[config.mk]
export PLATFORM = sky130hd
export DESIGN_NAME = ideg_ctrl
export DESIGN_NICKNAME = d
export VERILOG_FILES = /design/src/rtl/ideg_pkg.sv /design/src/rtl/ideg_ctrl.sv
export SDC_FILE = /design/constraint.sdc
export NUM_CORES = 1
export LEC_CHECK = 0
export ABC_AREA = 1
export BUFFER_PORTS_ARGS = -buffer_cell sky130_fd_sc_hd__buf_2
export CORE_MARGIN = 5
export CORE_UTILIZATION = 52
export CTS_CLUSTER_SIZE = 40
export DETAILED_ROUTE_END_ITERATION = 16
export GPL_ROUTABILITY_DRIVEN = 0
export PLACE_DENSITY = 0.74
export SLEW_MARGIN = 25
export SYNTH_ARGS = -nofsm -noshare
export SYNTH_HDL_FRONTEND = slang
export SYNTH_SLANG_ARGS = --single-unit
[constraint.sdc]
create_clock -name clk -period 3.7 [get_ports clk]
set_clock_uncertainty 0.1 [all_clocks]
set_input_delay 0.74 -clock clk [delete_from_list [all_inputs] [get_ports clk]]
set_output_delay 0.74 -clock clk [all_outputs]
set_load 0.005 [all_outputs]
[src/rtl/ideg_pkg.sv]
// Shared types and constants of the image deglitch filter.
// Holds input operation codes, register indexes and the control/status
// structs between the sequencer and the datapath. No dependencies.
package ideg_pkg;

	// operation codes of the input beat
	localparam logic OP_PIXEL = 1'b0;
	localparam logic OP_FLUSH = 1'b1;

	// configuration registers, indexed by paddr[3:2]
	localparam int          REG_ADDR_BITS  = 4;
	localparam logic [1:0]  REG_WIDTH      = 2'd0;
	localparam logic [1:0]  REG_HEIGHT     = 2'd1;
	localparam logic [1:0]  REG_THRESHOLD  = 2'd2;

	localparam logic [10:0] WIDTH_RESET     = 11'd30;
	localparam logic [15:0] HEIGHT_RESET    = 16'd20;
	localparam logic [7:0]  THRESHOLD_RESET = 8'd1;

	// sequencer to datapath
	typedef struct packed {
		logic load;      // capture the input pixel
		logic rd;        // read line store at column and column + 1
		logic eval;      // evaluate neighbors
		logic wr;        // shift the column of the line stores
		logic filt;      // this beat produces an output pixel
		logic has_left;
		logic has_right;
		logic has_up;
		logic has_down;
		logic mul;       // reciprocal multiply stage
		logic fin;       // load the output register
		logic last;      // final pixel of the frame
	} ideg_cmd_t;

	// datapath to sequencer
	typedef struct packed {
		logic out_free;  // output register can take a result this cycle
	} ideg_sts_t;

endpackage

[src/rtl/ideg_ctrl.sv]
// Sequencer of the image deglitch filter: frame counters and item steps.
// Depends on ideg_pkg; drives ideg_dp through ideg_cmd_t.
module ideg_ctrl #(
	parameter int MAX_WIDTH = 1024
) (
	input  logic                                   clk,
	input  logic                                   arst_n,
	input  logic                                   in_valid,
	output logic                                   in_stall,
	input  logic                                   op,
	input  logic [((($clog2(MAX_WIDTH + 1)) > 11) ? $clog2(MAX_WIDTH + 1) : 11)-1:0] eff_w,
	input  logic [15:0]                            eff_h,
	input  ideg_pkg::ideg_sts_t                    sts,
	output ideg_pkg::ideg_cmd_t                    cmd,
	output logic [$clog2(MAX_WIDTH)-1:0]           col
);

	localparam int AW = $clog2(MAX_WIDTH);
	localparam int EW = $clog2(MAX_WIDTH + 1);
	localparam int CW = (EW > 11) ? EW : 11;

	localparam logic [2:0] ST_IDLE = 3'd0;
	localparam logic [2:0] ST_READ = 3'd1;
	localparam logic [2:0] ST_EVAL = 3'd2;
	localparam logic [2:0] ST_MUL  = 3'd3;
	localparam logic [2:0] ST_FIN  = 3'd4;

	logic [2:0]    state_q;
	logic [AW-1:0] col_cnt_q;
	logic [15:0]   row_q;
	logic          flushing_q;
	logic [AW-1:0] item_col_q;
	logic          pix_q, filt_q, left_q, right_q, up_q, down_q, last_q;

	logic accept, col_last, row_last, take_pixel, take_flush;

	assign in_stall = (state_q != ST_IDLE);
	assign accept   = in_valid && !in_stall;
	assign col_last = (CW'(col_cnt_q) + CW'(1)) >= eff_w;
	assign row_last = ({1'b0, row_q} + 17'd1) >= {1'b0, eff_h};
	assign take_pixel = accept && (op == ideg_pkg::OP_PIXEL) && !flushing_q;
	assign take_flush = accept && (op == ideg_pkg::OP_FLUSH) && flushing_q;

	always_ff @(posedge clk or negedge arst_n) begin
		if (!arst_n) begin
			state_q    <= ST_IDLE;
			col_cnt_q  <= '0;
			row_q      <= '0;
			flushing_q <= 1'b0;
			item_col_q <= '0;
			pix_q      <= 1'b0;
			filt_q     <= 1'b0;
			left_q     <= 1'b0;
			right_q    <= 1'b0;
			up_q       <= 1'b0;
			down_q     <= 1'b0;
			last_q     <= 1'b0;
		end else begin
			unique case (state_q)
				ST_IDLE: begin
					if (take_pixel || take_flush) begin
						item_col_q <= col_cnt_q;
						left_q     <= (col_cnt_q != '0);
						right_q    <= !col_last;
						pix_q      <= take_pixel;
						state_q    <= ST_READ;
					end
					if (take_pixel) begin
						filt_q <= (row_q != 16'd0);
						up_q   <= (row_q >= 16'd2);
						down_q <= 1'b1;
						last_q <= 1'b0;
						if (col_last) begin
							col_cnt_q <= '0;
							if (row_last) begin
								flushing_q <= 1'b1;
							end else begin
								row_q <= row_q + 16'd1;
							end
						end else begin
							col_cnt_q <= col_cnt_q + AW'(1);
						end
					end else if (take_flush) begin
						// emit one pixel of the last row, no row below
						filt_q <= 1'b1;
						up_q   <= (row_q != 16'd0);
						down_q <= 1'b0;
						last_q <= col_last;
						if (col_last) begin
							flushing_q <= 1'b0;
							col_cnt_q  <= '0;
							row_q      <= '0;
						end else begin
							col_cnt_q <= col_cnt_q + AW'(1);
						end
					end
				end
				ST_READ: state_q <= ST_EVAL;
				ST_EVAL: state_q <= filt_q ? ST_MUL : ST_IDLE;
				ST_MUL:  state_q <= ST_FIN;
				ST_FIN: begin
					if (sts.out_free) begin
						state_q <= ST_IDLE;
					end
				end
				default: state_q <= ST_IDLE;
			endcase
		end
	end

	assign col = item_col_q;

	always_comb begin
		cmd           = '0;
		cmd.load      = accept;
		cmd.rd        = (state_q == ST_READ);
		cmd.eval      = (state_q == ST_EVAL);
		cmd.wr        = (state_q == ST_EVAL) && pix_q;
		cmd.filt      = filt_q;
		cmd.has_left  = left_q;
		cmd.has_right = right_q;
		cmd.has_up    = up_q;
		cmd.has_down  = down_q;
		cmd.mul       = (state_q == ST_MUL);
		cmd.fin       = (state_q == ST_FIN) && sts.out_free;
		cmd.last      = last_q;
	end

endmodule

==> results.yml <==
critical_path:
  cp-end-kind: "register"
  ff2ff_path_depth: 20
  crit_top_cell: "nand2_1"
  r2r-start: "row_q[0]"
  crit_chain: "ha_1 -> nand2_1 -> inv_2 -> nand2_2 -> nor2_4 -> nand2_1 -> nor2_1 -> xor2_1 -> inv_1 -> ha_1 -> nand4_1 -> nor2_1 -> nand2_1 -> nand2_1 -> o21ai_1 -> nand2_2 -> nand2_2 -> nand2_4 -> nand2_1 -> nand2_1"
  worst-setup-path-type: "register to register"
  worstPathArrival_ns: 3.39
  crit_slowest_cell: "dfrtp_1"
  r2r-end: "row_q[13]"
  path_max_fanout: 17
  rrSetupSlack_ns: 0.41
  slowest_delay_ns: 0.48
  start_kind: "register"
  required_ns: 3.79
cts:
  clk_latency_ns: 0.30
  cts_buffers: 5
  cts_tree: "built"
  cts.sinks: 46
  htreeDepth: 2
  cts_resized: 0
  path_clk_slew_ns: 0.08
  cts_hold_buf: 0
  ctsRootBufferMaster: "clkbuf_8"
  clockBufferDepth: 2
  post-cts-setup-buffers: 0
synth:
  yosys_warnings: 0
  netlist_area_um2: 3430
  synthTopCellsByArea: "dfrtp_1, nand2_1, ha_1, inv_1, nor2_1"
  syn_inst: 483
  synth_cell_types: 31
  synth_fp_nets: 547
  synth_top_area_share_pct: 33.6
  ys_seq_area_share_pct: 33.6
  synth_edf_count: 0
  synth.avg_cell_area_um2: 7.10
  synthMostInstantiatedCell: "nand2_1"
  synthFlopType: "dfrtp_1"
  ys_ff_latch: 46
  synth_area_leader_cell: "dfrtp_1"
  synth_common_cells: "nand2_1, inv_1, nor2_1, dfrtp_1, ha_1"
  synthArstFlopShare_pct: 100
sta:
  fin_hold_ws_ns: 0.326
  period_share_pct: 89.0
  finalSetupViolations: 0
  max-slew-margin-rel_pct: 57.1
  slew_viol_final: 0
  fmax_mhz: 304
  hold_viol: 0
  setup_tns_ns: 0
  worst_slew_pin_slew_ns: 0.642
  rsz0062_at_grt: "false"
  fin_crit_ns: 3.29
power_and_ir_drop:
  vdd_ir_drop_max_v: 0.000384
  switching_power_mw: 0.739
  power_density_nw_per_um2: 480
  comb_power_share_pct: 41.3
  clockPowerShare_pct: 17.2
  swShare_pct: 40.6
  totalPowerFinal_mw: 1.82
  seq_power_share_pct: 41.5
  total_leakage_power_nw: 2.24
  intPower_mw: 1.08
route:
  firstDrtPassIters: 4
  postRouteAntennaNets: 0
  wl_per_cell_um: 12.5
  drt_iter0_markers: 113
  wl_um: 7600
  vias: 3089
  drc: 0
  avgViaCountPerCell: 5.08
cells_and_area:
  area_delta_synth_final_pct: 10.6
  diodes: 0
  layout.nets: 594
  drive_gt1_share_pct: 16.4
  design_area_um2: 3790
floorplanning:
  row_count: 29
  dieArea_um2: 8320
  die_y_um: 91.2
  start_util_pct: 53.7
  core_um2: 6390
  die_w_um: 91.2
  ios: 55
placed_design:
  postPlaceCellArea_um2: 3700
  dpl.hpwl_um: 6060
  numPortBuffers: 54
global_route:
  grt_pass1_vias: 2989
  grt_start_max_net_pins: 47
  grt-ovfl-total: 0
  grt_pass1_wl_um: 13400
  antenna_found_initial: 0
  grt_util_all_layers_pct: 19.2
min_path:
  min_path_type: "input port to asynchronous set/reset pin"
flow_run:
  max_cap_viol_count: 0
outcome:
  status: "complete, no violations"
[registers in the layout, summed over array words and instances (netlist names)]
signal	count
right_q	1
filt_q	1
row_q	16
flushing_q	1
col	10
pix_q	1
state_q	3
col_cnt_q	10
up_q	1
last_q	1
left_q	1
[critical path, delay by kind of cell, from the launching register on]
kind	cells	cell delay (ns)
AO/OA/AOI/OAI	1	0.18
XOR/XNOR	1	0.20
adder cells (fa/ha/maj)	2	0.54
buffers and inverters	2	0.13
flip-flops	1	0.48
AND/OR/NAND/NOR	14	1.53
[logic make-up (layout without fill, tap and decap cells)]
logic type | count (synthesis) | in the layout | synth area share (%)
XOR/XNOR | 9 | 9 | 2.30
buffers and inverters | 107 | 155 | 13.0
AO/OA/AOI/OAI | 49 | 49 | 7.66
flip-flops | 46 | 46 | 33.6
AND/OR/NAND/NOR | 240 | 240 | 31.8
adder cells (fa/ha/maj) | 32 | 32 | 11.7
[through the flow]
| stage | util (%) | setup slack [ns] | instances |
|---|---|---|---|
| floorplan | - | 0.980 | 483 |
| global placement | 57.9 | 0.466 | 600 |
| detailed placement | 57.9 | 0.428 | 600 |
| CTS | 59.3 | 0.413 | 608 |
| global route | 59.4 | 0.0109 | 608 |
| finish | 59.4 | 0.406 | 608 |
[layout make-up]
| class | count | area [µm²] |
|---|---|---|
| Fill cell | 618 | 2590 |
| Clock buffer | 7 | 86.3 |
| Timing Repair Buffer | 54 | 273 |
| Tap cell | 77 | 96.3 |
| Multi-Input combinational cell | 330 | 1830 |
| Sequential cell | 46 | 1150 |
| Inverter | 93 | 349 |
| Clock inverter | 1 | 5.00 |
[layer usage]
layer | global-route usage, % | up-vias | part of all wire, %
li1 | - | 1610 | -
met1 | 26.4 | 1385 | 47
met2 | 29.9 | 82 | 45
met3 | 4.46 | 12 | 5.9
met4 | 6.11 | 0 | 1.7
met5 | 0 | - | 0
[worst max-delay path by stage]
| stage | from | end | slack, ns | cells after the start |
|---|---|---|---|---|
| 2_1_floorplan | row_q[1] | row_q[11] | 0.98 | 19 |
| 3_3_place_gp | row_q[0] | row_q[3] | 0.47 | 20 |
| 4_1_cts | row_q[0] | row_q[13] | 0.41 | 20 |
| 6_report | row_q[0] | row_q[13] | 0.41 | 20 |
| 3_5_place_dp | row_q[0] | row_q[13] | 0.43 | 20 |
| 5_1_grt | row_q[0] | row_q[14] | 0.01 | 18 |
[layout by cell type, fill, tap and decap left out, types with 4 or more instances in the layout]
| cell type | n |
|---|---|
| o21ai_1 | 4 |
| o22ai_1 | 7 |
| nand4_1 | 11 |
| nor3_1 | 12 |
| nand3_1 | 29 |
| nor2_1 | 48 |
| a21oi_1 | 14 |
| or2_2 | 4 |
| clkbuf_8 | 6 |
| nand2_1 | 115 |
| dfrtp_1 | 46 |
| xor2_1 | 9 |
| o21ai_0 | 20 |
| buf_2 | 53 |
| inv_2 | 7 |
| nand2_2 | 8 |
| inv_1 | 86 |
| ha_1 | 32 |
[power groups by stage]
stage | sequential, mW | clock, mW | combinational, mW
5_1_grt | 0.774 | 0.343 | 0.860
4_1_cts | 0.753 | 0.321 | 0.759
2_1_floorplan | 0.736 | 0 | 0.529
6_report | 0.756 | 0.312 | 0.752
3_3_place_gp | 0.758 | 0 | 0.735
3_5_place_dp | 0.761 | 0 | 0.757
No activity file was read; power rests on OpenSTA's default activity.
